File: src/rtl/mwr_pkg.sv
package mwr_pkg;

	typedef enum logic [1:0] {
		MODE_START = 2'd0,
		MODE_RX    = 2'd1,
		MODE_TICK  = 2'd2,
		MODE_NONE  = 2'd3
	} mode_t;

	typedef enum logic [1:0] {
		ST_OK       = 2'd0,
		ST_MISMATCH = 2'd1,
		ST_TIMEOUT  = 2'd2,
		ST_RSVD     = 2'd3
	} status_t;

	localparam logic        KIND_TX        = 1'b0;
	localparam logic        KIND_STATUS    = 1'b1;
	localparam logic [7:0]  FUNC_WRITE_REG = 8'h06;
	localparam logic [15:0] CRC_INIT       = 16'hFFFF;
	localparam logic [15:0] CRC_POLY       = 16'hA001;
	localparam logic [2:0]  LAST_CMP_IDX   = 3'd5;
	localparam logic [2:0]  LAST_BYTE_IDX  = 3'd7;
	localparam logic [15:0] ELAPSED_MAX    = 16'hFFFF;
	localparam logic [15:0] REG_ADDR_RESET = 16'd194;
	localparam logic [15:0] TIMEOUT_RESET  = 16'd5000;
	localparam logic [7:0]  CFG_REG_ADDR   = 8'd0;
	localparam logic [7:0]  CFG_TIMEOUT    = 8'd1;

	// One queue entry: either a whole frame to send or a status word.
	typedef struct packed {
		logic        is_status;
		status_t     status;
		logic [7:0]  station;
		logic [7:0]  command;
		logic [15:0] reg_addr;
	} cmd_t;

	function automatic logic [15:0] crc_byte(input logic [15:0] crc_in, input logic [7:0] data);
		logic [15:0] c;
		c = crc_in ^ {8'h00, data};
		for (int b = 0; b < 8; b++) begin
			if (c[0]) begin
				c = (c >> 1) ^ CRC_POLY;
			end else begin
				c = c >> 1;
			end
		end
		return c;
	endfunction

endpackage

File: src/rtl/mwr_front.sv
module mwr_front (
	input  logic           clk,
	input  logic           arst_n,
	input  logic           accept,
	input  logic [1:0]     mode,
	input  logic [7:0]     station_addr,
	input  logic [7:0]     command_code,
	input  logic [7:0]     rx_byte,
	input  logic [15:0]    reg_addr,
	input  logic [15:0]    timeout_ms,
	output logic           cmd_push,
	output mwr_pkg::cmd_t  cmd
);

	logic [7:0]  sent_frame_q [0:5];
	logic        busy_q;
	logic [2:0]  count_q;
	logic        mismatch_q;
	logic [15:0] elapsed_q;

	mwr_pkg::mode_t mode_e;
	logic [7:0]     expect_byte;
	logic           mis_next;
	logic [15:0]    el_next;
	logic           do_start;
	logic           do_rx;
	logic           do_tick;
	logic           rx_done;
	logic           tick_done;

	assign mode_e    = mwr_pkg::mode_t'(mode);
	assign do_start  = accept && (mode_e == mwr_pkg::MODE_START) && !busy_q;
	assign do_rx     = accept && (mode_e == mwr_pkg::MODE_RX) && busy_q;
	assign do_tick   = accept && (mode_e == mwr_pkg::MODE_TICK) && busy_q;

	always_comb begin
		expect_byte = 8'h00;
		if (count_q <= mwr_pkg::LAST_CMP_IDX) begin
			expect_byte = sent_frame_q[count_q];
		end
	end

	// Only the first six echoed bytes are compared; the CRC bytes are just counted.
	assign mis_next  = mismatch_q ||
	                   ((count_q <= mwr_pkg::LAST_CMP_IDX) && (rx_byte != expect_byte));
	assign rx_done   = do_rx && (count_q == mwr_pkg::LAST_BYTE_IDX);
	assign el_next   = (elapsed_q != mwr_pkg::ELAPSED_MAX) ? elapsed_q + 16'd1 : elapsed_q;
	assign tick_done = do_tick && (el_next >= timeout_ms);

	always_comb begin
		cmd_push      = do_start || rx_done || tick_done;
		cmd.is_status = !do_start;
		cmd.status    = tick_done ? mwr_pkg::ST_TIMEOUT :
		                (mis_next ? mwr_pkg::ST_MISMATCH : mwr_pkg::ST_OK);
		cmd.station   = station_addr;
		cmd.command   = command_code;
		cmd.reg_addr  = reg_addr;
	end

	always_ff @(posedge clk) begin
		if (do_start) begin
			sent_frame_q[0] <= station_addr;
			sent_frame_q[1] <= mwr_pkg::FUNC_WRITE_REG;
			sent_frame_q[2] <= reg_addr[15:8];
			sent_frame_q[3] <= reg_addr[7:0];
			sent_frame_q[4] <= 8'h00;
			sent_frame_q[5] <= command_code;
		end
	end

	always_ff @(posedge clk or negedge arst_n) begin
		if (!arst_n) begin
			busy_q     <= 1'b0;
			count_q    <= 3'd0;
			mismatch_q <= 1'b0;
			elapsed_q  <= 16'd0;
		end else if (do_start) begin
			busy_q     <= 1'b1;
			count_q    <= 3'd0;
			mismatch_q <= 1'b0;
			elapsed_q  <= 16'd0;
		end else if (do_rx) begin
			mismatch_q <= mis_next;
			if (rx_done) begin
				busy_q  <= 1'b0;
				count_q <= 3'd0;
			end else begin
				count_q <= count_q + 3'd1;
			end
		end else if (do_tick) begin
			elapsed_q <= el_next;
			if (tick_done) begin
				busy_q  <= 1'b0;
				count_q <= 3'd0;
			end
		end
	end

endmodule

File: src/rtl/mwr_cmdq.sv
module mwr_cmdq (
	input  logic           clk,
	input  logic           arst_n,
	input  logic           wr_en,
	input  mwr_pkg::cmd_t  wr_data,
	output logic           full,
	input  logic           rd_en,
	output mwr_pkg::cmd_t  rd_data,
	output logic           empty
);

	mwr_pkg::cmd_t entry_q [0:1];
	logic          wr_ptr_q;
	logic          rd_ptr_q;
	logic [1:0]    cnt_q;
	logic          do_wr;
	logic          do_rd;

	assign full    = (cnt_q == 2'd2);
	assign empty   = (cnt_q == 2'd0);
	assign do_wr   = wr_en && !full;
	assign do_rd   = rd_en && !empty;
	assign rd_data = entry_q[rd_ptr_q];

	always_ff @(posedge clk) begin
		if (do_wr) begin
			entry_q[wr_ptr_q] <= wr_data;
		end
	end

	always_ff @(posedge clk or negedge arst_n) begin
		if (!arst_n) begin
			wr_ptr_q <= 1'b0;
			rd_ptr_q <= 1'b0;
			cnt_q    <= 2'd0;
		end else begin
			if (do_wr) begin
				wr_ptr_q <= !wr_ptr_q;
			end
			if (do_rd) begin
				rd_ptr_q <= !rd_ptr_q;
			end
			if (do_wr && !do_rd) begin
				cnt_q <= cnt_q + 2'd1;
			end else if (do_rd && !do_wr) begin
				cnt_q <= cnt_q - 2'd1;
			end
		end
	end

endmodule

File: src/rtl/mwr_back.sv
module mwr_back (
	input  logic           clk,
	input  logic           arst_n,
	input  logic           head_valid,
	input  mwr_pkg::cmd_t  head,
	output logic           deq,
	input  logic           pop,
	output logic           empty,
	output logic           kind,
	output logic [7:0]     tx_byte,
	output logic           last,
	output logic [1:0]     status
);

	logic        out_valid_q;
	logic        kind_q;
	logic [7:0]  tx_q;
	logic        last_q;
	logic [1:0]  status_q;
	logic [2:0]  idx_q;
	logic [15:0] crc_q;

	logic        load_en;
	logic [7:0]  frame_byte;
	logic [15:0] crc_cur;
	logic [15:0] crc_next;

	// The output register refills in the same cycle its word is taken, if the queue holds an entry.
	assign load_en = head_valid && (!out_valid_q || pop);
	assign crc_cur = (idx_q == 3'd0) ? mwr_pkg::CRC_INIT : crc_q;

	always_comb begin
		case (idx_q)
			3'd0:    frame_byte = head.station;
			3'd1:    frame_byte = mwr_pkg::FUNC_WRITE_REG;
			3'd2:    frame_byte = head.reg_addr[15:8];
			3'd3:    frame_byte = head.reg_addr[7:0];
			3'd4:    frame_byte = 8'h00;
			3'd5:    frame_byte = head.command;
			3'd6:    frame_byte = crc_q[7:0];
			default: frame_byte = crc_q[15:8];
		endcase
	end

	assign crc_next = mwr_pkg::crc_byte(crc_cur, frame_byte);
	assign deq      = load_en && (head.is_status || (idx_q == mwr_pkg::LAST_BYTE_IDX));

	always_ff @(posedge clk) begin
		if (load_en) begin
			if (head.is_status) begin
				kind_q   <= mwr_pkg::KIND_STATUS;
				tx_q     <= 8'h00;
				last_q   <= 1'b0;
				status_q <= head.status;
			end else begin
				kind_q   <= mwr_pkg::KIND_TX;
				tx_q     <= frame_byte;
				last_q   <= (idx_q == mwr_pkg::LAST_BYTE_IDX);
				status_q <= mwr_pkg::ST_OK;
			end
		end
	end

	always_ff @(posedge clk or negedge arst_n) begin
		if (!arst_n) begin
			out_valid_q <= 1'b0;
			idx_q       <= 3'd0;
			crc_q       <= mwr_pkg::CRC_INIT;
		end else begin
			if (load_en) begin
				out_valid_q <= 1'b1;
			end else if (pop) begin
				out_valid_q <= 1'b0;
			end
			if (load_en && !head.is_status) begin
				idx_q <= idx_q + 3'd1;
				if (idx_q <= mwr_pkg::LAST_CMP_IDX) begin
					crc_q <= crc_next;
				end
			end
		end
	end

	assign empty   = !out_valid_q;
	assign kind    = kind_q;
	assign tx_byte = tx_q;
	assign last    = last_q;
	assign status  = status_q;

endmodule

File: src/rtl/modbus_write_register_master_core.sv
// An accepted word is written into the command queue; its first result word is then loaded
// from the queue head into the output register once that register is free.
// Throughput: one input word per cycle while the two-entry command queue has room.
// A start expands into eight transmit words, sent one per cycle by the back end while the
// receiver keeps popping, with the CRC accumulated byte by byte as the frame goes out.
// Reset clears the exchange state, command queue and output register, loads the registers
// with 194 and 5000; the stored request bytes are not cleared.
module modbus_write_register_master_core (
	input  logic        clk,
	input  logic        arst_n,
	input  logic        push,
	output logic        full,
	input  logic [1:0]  mode,
	input  logic [7:0]  station_addr,
	input  logic [7:0]  command_code,
	input  logic [7:0]  rx_byte,
	output logic        empty,
	input  logic        pop,
	output logic        kind,
	output logic [7:0]  tx_byte,
	output logic        last,
	output logic [1:0]  status,
	input  logic        cfg_valid,
	output logic        cfg_ready,
	input  logic [7:0]  cfg_index,
	input  logic [15:0] cfg_data
);

	logic [15:0]   reg_addr_q;
	logic [15:0]   timeout_q;
	logic          accept;
	logic          q_full;
	logic          q_empty;
	logic          cmd_push;
	logic          deq;
	mwr_pkg::cmd_t cmd;
	mwr_pkg::cmd_t head;

	assign cfg_ready = 1'b1;
	assign full      = q_full;
	assign accept    = push && !q_full;

	always_ff @(posedge clk or negedge arst_n) begin
		if (!arst_n) begin
			reg_addr_q <= mwr_pkg::REG_ADDR_RESET;
			timeout_q  <= mwr_pkg::TIMEOUT_RESET;
		end else if (cfg_valid && cfg_ready) begin
			if (cfg_index == mwr_pkg::CFG_REG_ADDR) begin
				reg_addr_q <= cfg_data;
			end else if (cfg_index == mwr_pkg::CFG_TIMEOUT) begin
				timeout_q <= cfg_data;
			end
		end
	end

	mwr_front u_front (
		.clk          (clk),
		.arst_n       (arst_n),
		.accept       (accept),
		.mode         (mode),
		.station_addr (station_addr),
		.command_code (command_code),
		.rx_byte      (rx_byte),
		.reg_addr     (reg_addr_q),
		.timeout_ms   (timeout_q),
		.cmd_push     (cmd_push),
		.cmd          (cmd)
	);

	mwr_cmdq u_cmdq (
		.clk     (clk),
		.arst_n  (arst_n),
		.wr_en   (cmd_push),
		.wr_data (cmd),
		.full    (q_full),
		.rd_en   (deq),
		.rd_data (head),
		.empty   (q_empty)
	);

	mwr_back u_back (
		.clk        (clk),
		.arst_n     (arst_n),
		.head_valid (!q_empty),
		.head       (head),
		.deq        (deq),
		.pop        (pop),
		.empty      (empty),
		.kind       (kind),
		.tx_byte    (tx_byte),
		.last       (last),
		.status     (status)
	);

endmodule

File: config.mk
export PLATFORM = sky130hd
export DESIGN_NAME = modbus_write_register_master_core
export DESIGN_NICKNAME = d
export VERILOG_FILES = /design/src/rtl/mwr_pkg.sv /design/src/rtl/mwr_front.sv /design/src/rtl/mwr_cmdq.sv /design/src/rtl/mwr_back.sv /design/src/rtl/modbus_write_register_master_core.sv
export SDC_FILE = /design/constraint.sdc
export NUM_CORES = 1
export LEC_CHECK = 0
export ABC_AREA = 1
export BUFFER_PORTS_ARGS = -buffer_cell sky130_fd_sc_hd__buf_2
export CAP_MARGIN = 20
export CELL_PAD_IN_SITES_DETAIL_PLACEMENT = 0
export CELL_PAD_IN_SITES_GLOBAL_PLACEMENT = 1
export CORE_MARGIN = 2
export CORE_UTILIZATION = 47
export DETAILED_ROUTE_END_ITERATION = 8
export GPL_TIMING_DRIVEN = 0
export PLACE_DENSITY_LB_ADDON = 0.1
export SLEW_MARGIN = 20
export SYNTH_ARGS = -nofsm -noshare
export SYNTH_HDL_FRONTEND = slang
export SYNTH_SLANG_ARGS = --single-unit
export TNS_END_PERCENT = 1
File: constraint.sdc
create_clock -name clk -period 8.4 [get_ports clk]
set_input_delay 0.84 -clock clk [delete_from_list [all_inputs] [get_ports clk]]
set_output_delay 0.84 -clock clk [all_outputs]
set_load 0.01 [all_outputs]
==> flow_metrics.py <==
metrics = {
    "worst_setup_path": {
        "startpoint_type": "flop",
        "worstReg2RegStart": "u_front.elapsed_q[0]",
        "path_delay_family": "simple AND/OR/NAND/NOR gates",
        "r2r_setup_slack_ns": 3.98,
        "reg2regPathDepth": 25,
        "cp.arrival_ns": 4.56,
        "endpoint_kind": "flop",
        "worst-path-max-fanout": 25,
        "cpMostUsedCell": "nand2_1",
        "worstPathBufferInverterCount": 5,
        "max_stage_delay_ns": 0.40,
        "worstSetupPathType": "reg2reg",
        "slowest_stage": "nor2_4",
        "timing.rr.end": "u_cmdq.entry_q[1][16]",
        "required_ns": 8.53,
    },
    "cts": {
        "cts-resized-gates": 0,
        "cts_buffers": 17,
        "ctsHtreeMaxLevel": 4,
        "post_cts_buffers": 0,
        "cts_tree": "done",
        "clk_latency_ns": 0.44,
        "clk_pin_slew_ns": 0.07,
        "clockBufferDepth": 2,
        "cts-root-buf": "clkbuf_16",
        "cts_hold_buf": 0,
        "numClockSinks": 191,
    },
    "synthesis": {
        "synth_cells": 950,
        "synth_nets": 1032,
        "avgSynthCellArea_sq_um": 9.54,
        "synth-main-ff-cell": "edfxtp_1",
        "yosys.cell_types.count": 40,
        "synth_seq_cells": 191,
        "ys.warnings.count": 0,
        "ys_async_sr_fraction_pct": 40.3,
        "synth.cell_area_sq_mm": 0.00906,
        "synth_edf_count": 114,
        "ys_seq_area_share_pct": 59.4,
    },
    "sta": {
        "rsz0062_at_grt": "no",
        "skew_ns": 0.0115,
        "tightest_slew_ns": 0.744,
        "finalSetupViolations": 0,
        "finalHoldViolations": 0,
        "fmax_mhz": 226,
        "period_share_pct": 52.6,
        "drv_slew": 0,
        "fin_crit_ns": 4.42,
        "relSlewSlack_pct": 50.4,
        "fin_ws_ns": 3.98,
    },
    "grt": {
        "antenna_found_initial": 0,
        "gr-total-overflow": 0,
        "grtUsageTotal_pct": 22.2,
        "grt_max_degree": 41,
        "grt_pass1_vias": 6309,
        "grt_pass1_wl_um": 33700,
    },
    "placement": {
        "dpl-instance-area_sq_mm": 0.00985,
        "io_buffers": 68,
        "dpl.hpwl_um": 16000,
        "dp_cells": 1287,
        "place_ws_ns": 4.01,
        "place.gp.congestion": 0.828,
    },
    "final_layout": {
        "n_antenna_cell": 0,
        "syn_to_final_growth_pct": 15.7,
        "nets": 1128,
        "fin_cells": 1319,
        "stdcell_area_sq_mm": 0.0105,
        "layout-drive-gt1-share_pct": 15.5,
    },
    "route": {
        "wl_per_cell_um": 16.2,
        "drt_first_pass_iters": 5,
        "routed-via-count": 6566,
        "antenna_left": 0,
        "first_iter_violations": 369,
        "drc": 0,
        "viasPerCell": 4.98,
        "wirelength_um": 21400,
    },
    "die": {
        "start_util_pct": 48.1,
        "core_sq_mm": 0.0188,
        "num_rows": 50,
        "die_h_um": 143,
        "dieArea_sq_mm": 0.0204,
        "io_pins": 70,
        "dieWidth_um": 143,
    },
    "min_path": {
        "hold_class": "in2async",
    },
    "power_and_ir_drop": {
        "p_per_area_mw_per_mm2": 393,
        "vdd_drop_max_mv": 0.227,
        "power.leakage_nw": 4.54,
    },
    "run": {
        "max-cap-violations": 0,
    },
    "run_status": {
        "run_status": "finished, final reports clean",
    },
}
## worst max-delay path by stage
stage | slack (ns) | startpoint | endpoint | cells after the start
6_report | 3.98 | u_front.elapsed_q[0] | u_cmdq.entry_q[1][16] | 25
5_1_grt | 3.44 | u_front.elapsed_q[0] | u_cmdq.entry_q[1][17] | 25
4_1_cts | 3.94 | u_front.elapsed_q[0] | u_cmdq.entry_q[1][2] | 25
3_5_place_dp | 4.01 | u_front.elapsed_q[0] | u_cmdq.entry_q[1][26] | 25
3_3_place_gp | -3.06 | push | u_cmdq.entry_q[1][26] | 7
2_1_floorplan | 0.79 | mode[1] | u_cmdq.entry_q[1][0] | 5
## per-layer routing
layer	up-vias	global-route usage, %	part of all wire (%)
met5	-	0	0
met3	21	4.56	2.9
met2	101	38.2	50
met1	3078	28.5	45
li1	3366	-	-
met4	0	6.67	1.5
## cell usage after synthesis, types with 2 or more instances
master,n,area [sq um]
nand2_1,209,785
edfxtp_1,114,3420
inv_1,114,428
o21ai_0,106,531
nor2_1,83,312
nand3_1,56,280
dfrtp_1,53,1330
a21oi_1,32,160
ha_1,27,338
dfstp_2,24,631
xor2_1,24,210
clkbuf_1,19,71.3
nor3_1,13,65.1
o22ai_1,12,75.1
nand4_1,10,62.6
inv_2,7,26.3
nand2_2,5,31.3
buf_6,4,45.0
o21ai_1,4,20.0
buf_4,3,22.5
clkinv_1,3,11.3
nor4_1,3,18.8
or2_2,3,18.8
xnor2_1,3,26.3
buf_2,2,10.0
o221ai_1,2,17.5
o32ai_1,2,17.5
## area by class of cell
cell class                 count  area, sq um
inverter                     124          465
clock inverter                 9         78.8
multi-input combinational    607         3100
fill                        1709         8340
buffer                        28          149
sequential                   191         5380
tap                          260          325
timing repair buffer          77          435
clock buffer                  23          554
## flip-flops by register name, indices dropped and copies added, names as in the netlist, 2 cells and up
register and count:
u_back.status 2, u_front.sent_frame_q 32, u_cmdq.entry_q 70, u_front.count_q 3
reg_addr_q 16, u_back.tx_byte 8, u_back.idx_q 3, u_front.elapsed_q 16
u_cmdq.cnt_q 2, timeout_q 16, u_back.crc_q 16
## logic make-up after synthesis
group,count (synthesis),share of synthesized area [%]
other cells,1,0.0414
compound gates,163,9.51
buf+inv,152,6.78
fa+ha+maj,27,3.73
simple gates,389,18.0
xor+xnor,27,2.61
flops,191,59.4
## power breakdown
part	internal [mW]	switching (mW)	leakage, nW
clock	0.476	0.373	0.313
sequential	1.25	0.108	2.01
combinational	0.622	1.29	2.22
total	2.35	1.77	4.54
## worst reg2reg max path: cells and delay by family, from the launching register on
kind,cells,cell delay (ns)
and+or+nand+nor,17,2.38
buffers and inverters,5,0.65
adders and majority gates,2,0.46
DFF,1,0.39
xor gates and xnor gates,1,0.21
## cells in the final DEF, fill, tap and decap left out, drive strengths merged, types with 2 or more instances in the layout
cell type  Yosys  layout
xor2          24      24
nor4           3       3
buf            9      86
inv          121     126
nand2        214     214
nor2          85      85
o32ai          2       2
dfstp         24      24
o22ai         12      12
clkinv         3       7
nor3          13      13
a21oi         32      32
ha            27      27
o221ai         2       2
o21ai        110     110
edfxtp       114     114
dfrtp         53      53
nand4         10      10
nand3         57      57
clkbuf        19      42
or2            4       4
xnor2          3       3
## metrics by stage
stage	utilization (%)	TNS, ns	hold WS [ns]	power, mW
floorplan	-	0	0.452	2.75
global placement	51.7	-223.84	0.468	3.27
detailed placement	52.3	0	0.472	3.29
CTS	55.7	0	0.405	4.14
global route	55.7	0	0.413	4.45
finish	55.7	0	0.378	4.12
No activity file was read; power rests on OpenSTA's default activity.
